## config.mk

```make
export PLATFORM = sky130hd
export DESIGN_NAME = mbmb_map
export DESIGN_NICKNAME = d
export VERILOG_FILES = /design/src/sv/assert_macros.svh /design/src/sv/mbmb_pkg.sv /design/src/sv/mbmb_map.sv
export SDC_FILE = /design/constraint.sdc
export NUM_CORES = 1
export LEC_CHECK = 0
export BUFFER_PORTS_ARGS = -buffer_cell sky130_fd_sc_hd__buf_4
export CAP_MARGIN = 5
export CORE_MARGIN = 5
export CORE_UTILIZATION = 37
export DETAILED_ROUTE_END_ITERATION = 16
export GPL_TIMING_DRIVEN = 0
export PLACE_DENSITY_LB_ADDON = 0.3
export SLEW_MARGIN = 15
export SYNTH_ARGS = -nofsm -noshare
export SYNTH_HDL_FRONTEND = slang
export SYNTH_SLANG_ARGS = --single-unit
export TNS_END_PERCENT = 50
```

## constraint.sdc

```tcl
create_clock -name vclk -period 3.95
set_input_delay 0.395 -clock vclk [all_inputs]
set_output_delay 0.395 -clock vclk [all_outputs]
set_load 0.02 [all_outputs]
```

## src/sv/assert_macros.svh

```systemverilog
// Assertion macros for the RTL, included by mapped_byte_memory_bus.sv.
`ifndef ASSERT_MACROS_SVH
`define ASSERT_MACROS_SVH
`ifndef ASSERT_OFF
`define ASSERT_CLK(label, clk, rst_n, prop, msg) \
    label: assert property (@(posedge clk) disable iff (!rst_n) prop) else $error(msg);
`define ASSERT_NEVER(label, clk, rst_n, prop, msg) \
    label: assert property (@(posedge clk) disable iff (!rst_n) !(prop)) else $error(msg);
`else
`define ASSERT_CLK(label, clk, rst_n, prop, msg)
`define ASSERT_NEVER(label, clk, rst_n, prop, msg)
`endif
`endif

```

## src/sv/mbmb_pkg.sv

```systemverilog
package mbmb_pkg;

    localparam logic MODE_READ  = 1'b0;
    localparam logic MODE_WRITE = 1'b1;

    localparam logic [1:0] SIZE_BYTE = 2'd0;
    localparam logic [1:0] SIZE_HALF = 2'd1;
    localparam logic [1:0] SIZE_WORD = 2'd2;

    typedef struct packed {
        logic        mode;
        logic [1:0]  size_code;
        logic [31:0] bus_address;
        logic [31:0] write_value;
    } req_t;

    typedef struct packed {
        logic [31:0] read_value;
        logic        bus_fault;
    } rsp_t;

    typedef struct packed {
        logic       en;
        logic       we;
        logic [7:0] data;
    } lane_cmd_t;

    // Number of bytes moved by one transaction; zero marks an invalid size.
    function automatic logic [2:0] size_bytes(input logic [1:0] size);
        logic [2:0] n;
        begin
            case (size)
                SIZE_BYTE: n = 3'd1;
                SIZE_HALF: n = 3'd2;
                SIZE_WORD: n = 3'd4;
                default:   n = 3'd0;
            endcase
            return n;
        end
    endfunction

endpackage

```

## src/sv/mbmb_map.sv

```systemverilog
module mbmb_map
    import mbmb_pkg::*;
#(
    parameter longint unsigned STORE_BYTES      = 65536,
    parameter longint unsigned FLASH_BYTES      = 32768,
    parameter longint unsigned SRAM_WINDOW_BASE = 536870912,
    parameter longint unsigned SRAM_BYTES       = 32768,
    parameter int              FLAT_W           = 16
)
(
    input  req_t              req,
    output logic              fault,
    output logic [FLAT_W-1:0] flat
);

    logic [32:0] addr_ext;
    logic [32:0] win_lo;
    logic [32:0] win_hi;
    logic [32:0] flat_ext;
    logic [32:0] last_ext;
    logic [2:0]  nbytes;
    logic        in_store;
    logic        in_win;

    always_comb
    begin
        nbytes   = size_bytes(req.size_code);
        addr_ext = {1'b0, req.bus_address};
        win_lo   = 33'(SRAM_WINDOW_BASE);
        win_hi   = win_lo + 33'(SRAM_BYTES);
        in_store = addr_ext < 33'(STORE_BYTES);
        in_win   = (addr_ext >= win_lo) && (addr_ext < win_hi);
        flat_ext = in_store ? addr_ext : 33'(FLASH_BYTES) + (addr_ext - win_lo);
        last_ext = flat_ext + 33'(nbytes);
        fault    = (nbytes == 3'd0) || !(in_store || in_win)
                   || (last_ext > 33'(STORE_BYTES));
        flat     = flat_ext[FLAT_W-1:0];
    end

endmodule

```

# Word-level counts from Yosys, hierarchy flattened
# Index checks and enable logic that the tools add are counted.
dict set report word_totals {
  regBits 0
}
dict set report op_classes {
  order_cmp 4
  n_addsub 3
  reduce_logical 7
  n_eq_ne 2
  mux 2
}
# operator n
set op_table {}
lappend op_table {{$add A16 B33 Y33 const A} 1}
lappend op_table {{$add A33 B3 Y33} 1}
lappend op_table {{$gt A33 B17 Y1 const B} 1}
lappend op_table {{$mux W33} 1}
lappend op_table {{$sub A32 B30 Y33 const B} 1}
lappend op_table {{$ge A32 B30 Y1 const B} 1}
lappend op_table {{$lt A32 B17 Y1 const B} 1}
lappend op_table {{$lt A32 B30 Y1 const B} 1}
lappend op_table {{$pmux W3 S3} 1}
lappend op_table {{$logic_not A3 Y1} 1}
lappend op_table {{$logic_or A1 B1 Y1} 3}
lappend op_table {{$eq A2 B1 Y1 const B} 1}
lappend op_table {{$eq A2 B2 Y1 const B} 1}
lappend op_table {{$logic_not A2 Y1} 1}
lappend op_table {{$logic_and A1 B1 Y1} 1}
lappend op_table {{$logic_not A1 Y1} 1}

# Depth between registers and ports, before layout
# Gate-level depths: netlist of run 1.
dict set report depth {
  word_depth 6
  ltp_mapped 11
}

# Worst setup path after synthesis of run 1
# OpenSTA, ideal clock, no wires.
dict set report synth_path {
  path_type {in2out}
  startpoint {in req[65] (netlist name)}
  endpoint {out fault}
  n_path_buf 0
  stages 11
  setup_slack_ns 0.653
  t_arrival_ns 2.902
  cell_sequence {nor2_1 ha_1 inv_1 fa_1 nor2b_1 o21ai_1 o311a_1 a21oi_1 mux2i_1 or4_1 a211o_1}
}
dict set report synth_via {
  elab_chain_len 5
  elab_cells_between_ends 9
}
# element line_no
set synth_rtl {}
lappend synth_rtl {{from (decl)} mbmb_map.sv:11} ;# input req_t req,
lappend synth_rtl {{$eq A2 B2 Y1 (tied with other cells)} mbmb_pkg.sv:32} ;# case (size)
lappend synth_rtl {{$pmux W3 S3 *} mbmb_pkg.sv:32}
lappend synth_rtl {{$add A33 B3 Y33 / $logic_not A3 Y1 (equally long branches)} {mbmb_map.sv:34, mbmb_map.sv:35}}
lappend synth_rtl {{$gt A33 B17 Y1 / $logic_or A1 B1 Y1 (equally long branches)} {mbmb_map.sv:36, mbmb_map.sv:35}}
lappend synth_rtl {{$logic_or A1 B1 Y1 *} mbmb_map.sv:36} ;# || (last_ext > 33'(STORE_BYTES));
lappend synth_rtl {{to (decl)} mbmb_map.sv:12} ;# output logic fault,
# Every way passes the cells marked *; elsewhere a longest branch is shown, timed or not.

# Final worst setup path of run 1
# Same ends and word-level chain as after synthesis.

==> results of run 1 <==
==> logic make-up (layout without fill, tap and decap cells) <==
logic type	Yosys count	in the layout	share of synthesized area
XOR/XNOR	10	10	0.109
adder cells (fa/ha/maj)	5	5	0.0870
AO/OA/AOI/OAI	20	20	0.174
AND/OR/NAND/NOR	55	55	0.398
buffers and inverters	24	74	0.183
multiplexers	4	4	0.0497
==> cells in the mapped netlist, types with 2 or more instances <==
| master | n | area (um^2) |
|---|---|---|
| sky130_fd_sc_hd__o22ai_1 | 2 | 12.5 |
| sky130_fd_sc_hd__mux2i_1 | 4 | 40.0 |
| sky130_fd_sc_hd__nor4_1 | 4 | 25.0 |
| sky130_fd_sc_hd__nor2_1 | 5 | 18.8 |
| sky130_fd_sc_hd__nand3b_1 | 2 | 15.0 |
| sky130_fd_sc_hd__o21ai_0 | 2 | 10.0 |
| sky130_fd_sc_hd__nand2_1 | 9 | 33.8 |
| sky130_fd_sc_hd__or4_1 | 7 | 52.6 |
| sky130_fd_sc_hd__and3_1 | 2 | 12.5 |
| sky130_fd_sc_hd__inv_1 | 7 | 26.3 |
| sky130_fd_sc_hd__nand3_1 | 9 | 45.0 |
| sky130_fd_sc_hd__buf_4 | 15 | 113 |
| sky130_fd_sc_hd__nand2b_1 | 3 | 18.8 |
| sky130_fd_sc_hd__nor2b_1 | 4 | 25.0 |
| sky130_fd_sc_hd__ha_1 | 4 | 50.1 |
| sky130_fd_sc_hd__xor2_1 | 5 | 43.8 |
| sky130_fd_sc_hd__a21oi_1 | 4 | 20.0 |
| sky130_fd_sc_hd__and4_1 | 2 | 17.5 |
| sky130_fd_sc_hd__xnor2_1 | 5 | 43.8 |
| sky130_fd_sc_hd__nor4b_1 | 3 | 26.3 |
==> report_power, final <==
part           leakage [uW]  internal, uW  switching (uW)
clock                     0             0               0
sequential                0             0               0
combinational      0.000566          63.3            56.2
total              0.000566          63.3            56.2
==> final cells by class <==
class / count / share of cell area
buffer: 17 / 0.0996
timing repair buffer: 50 / 0.308
tap: 27 / 0.0277
inverter: 7 / 0.0216
multi-input combinational: 94 / 0.543
==> worst max-delay path, delay by kind of cell <==
family | cells | cell delay, ns
compound gates | 4 | 1.07
fa+ha+maj | 2 | 0.55
buf+inv | 3 | 0.34
mux | 1 | 0.09
simple gates | 3 | 0.90
==> stage by stage <==
| stage | cell area, um^2 | setup WS, ns | std cells | power, uW |
|---|---|---|---|---|
| final | 1220 | 0.201 | 195 | 119 |
| after global routing | 1220 | -0.00122 | 195 | 130 |
| after CTS | 1210 | 0.117 | 195 | 120 |
| after detailed placement | 1210 | 0.114 | 195 | 119 |
| after global placement | 1210 | 0.195 | 195 | 116 |
| after floorplan | 806 | 0.653 | 118 | 62.5 |
==> routing by layer <==
layer	vias to the layer above	global-route usage	wire length, um
li1	531	-	-
met1	495	0.176	1040
met2	39	0.267	1290
met3	0	0.00688	147
met4	0	0.0136	0
met5	-	0	0
==> repair_timing <==
action	in CTS	in global routing
endpoints found under the setup margin	0	1
gates resized for setup	0	1
hold buffers	0	0
==> final timing paths <==
| path | to | slack, ns | depth (start not counted) |
|---|---|---|---|
| worst max-delay path | fault | 0.20 | 13 |
| worst min-delay path | flat[0] | 1.08 | 3 |
==> results.md, run 1 <==
* Leakage at about 0.00057 uW
* Antenna fix cells at 0
* Cell seen most often among critical-path stages: sky130_fd_sc_hd__buf_4
* Total congestion overflow at 0
* Seq. cell area at 0 um^2
* Cell with the largest stage delay on the worst path: sky130_fd_sc_hd__or4_1
* Total half-perimeter wirelength after legalization and detailed placement at 2110 um
* Number of clock buffers in the layout at 0
* Final-report max-slew violation count at 0
* Cell chain of the critical path: buf_4 > nor2_1 > ha_1 > inv_1 > fa_1 > nor2b_1 > o21ai_2 > o311a_1 > a21oi_1 > mux2i_1 > or4_1 > a211o_1 > buf_4
* Data arrival time of the critical path at 3.35 ns
* Port Buffers at 50
* Summed negative setup slack over all endpoints at 0 ns
* Number of nets still failing antenna checks after routing at 0
* Kind of critical path: in2out
* Startpoint kind of the worst setup timing path: input port
* Cell row count at 16
* Seq_cells at 0
* Beginning of the critical path: req[65]
* Synth-to-Final Area Change at 51.2%
* Routed wire length at about 2500 um
* Post-synthesis cell type count at 40
* Number of setup violations in the final report at 0
* Effective utilization at floorplan at 0.399
* Initial antenna violation count at 0
* Highest Clock Rate at 267 MHz
* Share of synthesized area occupied by flip-flops and latches at 0
* Maximum fanout encountered on the critical timing path at 8
* CP endpoint kind: primary output
* Min Clock Period, post-route at around 3.7 ns
* Detail-routed net length per standard cell at 12.7 um
* Number of ports placed on the die boundary at 84
* Net count reported at finish at between 200 and 250
* DIE HEIGHT at approximately 57 um
* Number of warnings printed during yosys synthesis at 0
* Number of buffers added for setup after CTS at 0
* Routability cong. at slightly above 0.8
* Maximum capacitance violations at 0
* Pin count of the biggest net entering global routing at 9
* Layout fillers at 195
* Worst vdd ir at ~50 uV
* Area taken by multi-input logic gates at between 600 and 700 um^2
* Highest cell delay on the worst timing path at between 0.5 and 0.6 ns
* Pin slew with the least headroom to its limit at 0.398 ns
* Worst hold slack at about 1.1 ns
* Total via count after detailed routing at approximately 1,100
* Fin crit share at 0.949
* Hold wc startpoint: req[32]
* Netlist Area Pre-Place at approximately 800 um^2
* Mapped Cells at roughly 120
* Type of the tightest min-delay check: in2out
* Number of search-and-repair iterations in the first detailed-routing pass at 4
* Share of post-route cells with drive strength above 1 at 0.405
* Area of the core at about 2000 um^2
* Total Die Area at 3210 um^2
* CP required at 3.56 ns
* Number of remaining DRC errors at 0
* Final core area utilization at 0.603
* Pwr dens at between 90 and 100 nW/um^2
* Average cell area after synthesis at around 7 um^2
* Number of nets in the synthesized netlist at 190
* Most frequent standard cell in the layout excluding fill and tap cells: sky130_fd_sc_hd__buf_4
* Wire length of the first global-routing pass at roughly 3900 um
* Detailed Route Iter0 Violations at 9
* Number of vias per cell after detailed routing at 5.46
* Total GRT Usage at 0.140
* Die extent in x at around 57 um
* Number of global-route vias before repair at 980
* Headroom to the max-slew limit at 0.732
* Number of hold violations in the final report at 0
* Leading cell types in the layout, fill and taps excluded: sky130_fd_sc_hd__buf_4 (65), sky130_fd_sc_hd__nand3_1 (9), sky130_fd_sc_hd__nand2_1 (9)
* Status: complete, no violations
(Power assumes the default switching activity.)
==> run 2: changes to the inputs <==
--- a/config.mk
+++ b/config.mk
@@ -8,9 +8,8 @@
 export BUFFER_PORTS_ARGS = -buffer_cell sky130_fd_sc_hd__buf_4
 export CAP_MARGIN = 5
 export CORE_MARGIN = 5
-export CORE_UTILIZATION = 37
+export CORE_UTILIZATION = 35
 export DETAILED_ROUTE_END_ITERATION = 16
-export GPL_TIMING_DRIVEN = 0
 export PLACE_DENSITY_LB_ADDON = 0.3
 export SLEW_MARGIN = 15
 export SYNTH_ARGS = -nofsm -noshare
==> results.md, run 2 (synthesis results as in run 1) <==
* Number of global-route vias before repair at 928 (was 980)
* Number of clock buffers in the layout at 0 (unchanged)
* Number of remaining DRC errors at 0 (unchanged)
* Number of setup violations in the final report at 0 (unchanged)
* Port Buffers at 51 (was 50)
* Summed negative setup slack over all endpoints at 0 ns (unchanged)
* Fin crit share at 0.912 (was 0.949)
* CP endpoint kind: primary output (unchanged)
* Total Die Area at 3360 um^2 (was 3210 um^2)
* Hold Path Sink: flat[0] (unchanged)
* Die extent in x at 58.0 um (was 56.7 um)
* Detailed Route Iter0 Violations at 16 (was 9)
* Worst vdd ir at 55.0 uV (was 50.3 uV)
* Effective utilization at floorplan at 0.364 (was 0.399)
* Number of ports placed on the die boundary at 84 (unchanged)
* Kind of critical path: in2out (unchanged)
* Maximum fanout encountered on the critical timing path at 4 (was 8)
* Number of search-and-repair iterations in the first detailed-routing pass at 4 (unchanged)
* Total congestion overflow at 0 (unchanged)
* Number of nets still failing antenna checks after routing at 0 (unchanged)
* Pin slew with the least headroom to its limit at 0.372 ns (was 0.398 ns)
* Layout fillers at 234 (was 195)
* Seq. cell area at 0 um^2 (unchanged)
* Detail-routed net length per standard cell at 12.8 um (was 12.7 um)
* Maximum capacitance violations at 0 (unchanged)
* CP required at 3.56 ns (about the same)
* Leading cell types in the layout, fill and taps excluded: sky130_fd_sc_hd__buf_4 (52), sky130_fd_sc_hd__nand3_1 (9), sky130_fd_sc_hd__nand2_1 (9) (was sky130_fd_sc_hd__buf_4 (65), sky130_fd_sc_hd__nand3_1 (9), sky130_fd_sc_hd__nand2_1 (9))
* Routability cong. at 0.871 (was 0.827)
* Seq_cells at 0 (unchanged)
* Data arrival time of the critical path at 3.21 ns (was 3.35 ns)
* Synth-to-Final Area Change at 37.7% (was 51.2%)
* Total via count after detailed routing at 990 (was 1,065)
* Wire length of the first global-routing pass at 3860 um (was 3950 um)
* Total half-perimeter wirelength after legalization and detailed placement at 2040 um (was 2110 um)
* Net count reported at finish at 227 (was 242)
* Area of the core at 2210 um^2 (was 2020 um^2)
* Worst hold stages at 2 (was 3)
* Hold wc startpoint: req[32] (unchanged)
* Min Clock Period, post-route at 3.60 ns (was 3.75 ns)
* Number of vias per cell after detailed routing at 5.47 (was 5.46)
* Share of post-route cells with drive strength above 1 at 0.346 (was 0.405)
* Startpoint kind of the worst setup timing path: input port (unchanged)
* Initial antenna violation count at 0 (unchanged)
* Type of the tightest min-delay check: in2out (unchanged)
* Leakage at 0.000499 uW (was 0.000566 uW)
* Cell row count at 17 (was 16)
* Status: complete, no violations (unchanged)
* Headroom to the max-slew limit at 0.750 (was 0.732)
* Number of buffers added for setup after CTS at 0 (unchanged)
* Number of hold violations in the final report at 0 (unchanged)
* DIE HEIGHT at 58.0 um (was 56.7 um)
* Number of cells upsized or downsized after cts at 0 (unchanged)
* Pin count of the biggest net entering global routing at 8 (was 9)
* Final-report max-slew violation count at 0 (unchanged)
* Total of hold buffers inserted after clock tree synthesis at 0 (unchanged)
* Most frequent standard cell in the layout excluding fill and tap cells: sky130_fd_sc_hd__buf_4 (unchanged)
* Total GRT Usage at 0.133 (was 0.140)
* Count of placed standard cells in the final layout, fillers left out at 181 (was 195)
* RSZ-0062 raised after global routing: false
* Antenna fix cells at 0 (unchanged)
* Number of instances in the placed design at 181 (was 195)
* Pwr dens at 97.3 nW/um^2 (was 98.0 nW/um^2)
* Routed wire length at 2320 um (was 2480 um)
* Highest Clock Rate at 278 MHz (was 267 MHz)
-- run 2: cell count changes in the layout (fill, tap and decap cells not counted) --
| cell | delta |
|---|---|
| sky130_fd_sc_hd__o21ai_2 | -1 |
| sky130_fd_sc_hd__buf_2 | -1 |
| sky130_fd_sc_hd__o21ai_1 | +1 |
| sky130_fd_sc_hd__clkbuf_1 | -1 |
| sky130_fd_sc_hd__buf_4 | -13 |
-- run 2: per-layer routing --
layer,vias to the layer above,wire [um],global-route usage
met4,0,16,0.0166
li1,501,-,-
met1,454,974,0.186
met5,-,0,0
met3,2,126,0.0111
met2,33,1200,0.226
-- run 2: per-stage QoR --
stage / setup slack (ns) / utilization / hold slack [ns] / area [um^2] / power, uW
after floorplan: 0.653 / - / 0.903 / 806 / 62.5
after global placement: 0.348 / 0.502 / 1.00 / 1110 / 106
after detailed placement: 0.352 / 0.502 / 1.00 / 1110 / 108
after CTS: 0.347 / 0.502 / 1.00 / 1110 / 109
after global routing: 0.178 / 0.502 / 1.01 / 1110 / 119
final: 0.347 / 0.502 / 1.00 / 1110 / 108
-- run 2: cell type report --
cell class / instances / area [um^2] / share of cell area
inverter: 7 / 26.3 / 0.0237
tap: 28 / 35.0 / 0.0316
multi-input combinational: 94 / 658 / 0.593
timing repair buffer: 52 / 390 / 0.352
-- run 2: worst max-delay path by stage --
stage | to | slack (ns) | cells after the start | startpoint
final | fault | 0.35 | 13 | req[65]
after global routing | fault | 0.18 | 13 | req[65]
after CTS | fault | 0.35 | 13 | req[65]
after detailed placement | fault | 0.35 | 13 | req[65]
after global placement | fault | 0.35 | 13 | req[65]
after floorplan | fault | 0.65 | 11 | req[65]
-- run 2: power by group --
group / switching (uW) / total, uW / internal, uW
clock network: 0 / 0 / 0
logic: 53.3 / 108 / 54.6
registers: 0 / 0 / 0
-- run 2: worst max-delay path: stages --
cell	delay (ns)
sky130_fd_sc_hd__buf_4	0.12
sky130_fd_sc_hd__nor2_1	0.10
sky130_fd_sc_hd__ha_1	0.17
sky130_fd_sc_hd__inv_1	0.06
sky130_fd_sc_hd__fa_1	0.37
sky130_fd_sc_hd__nor2b_1	0.27
sky130_fd_sc_hd__o21ai_1	0.14
sky130_fd_sc_hd__o311a_1	0.33
sky130_fd_sc_hd__a21oi_1	0.19
sky130_fd_sc_hd__mux2i_1	0.09
sky130_fd_sc_hd__or4_1	0.51
sky130_fd_sc_hd__a211o_1	0.31
sky130_fd_sc_hd__buf_4	0.16
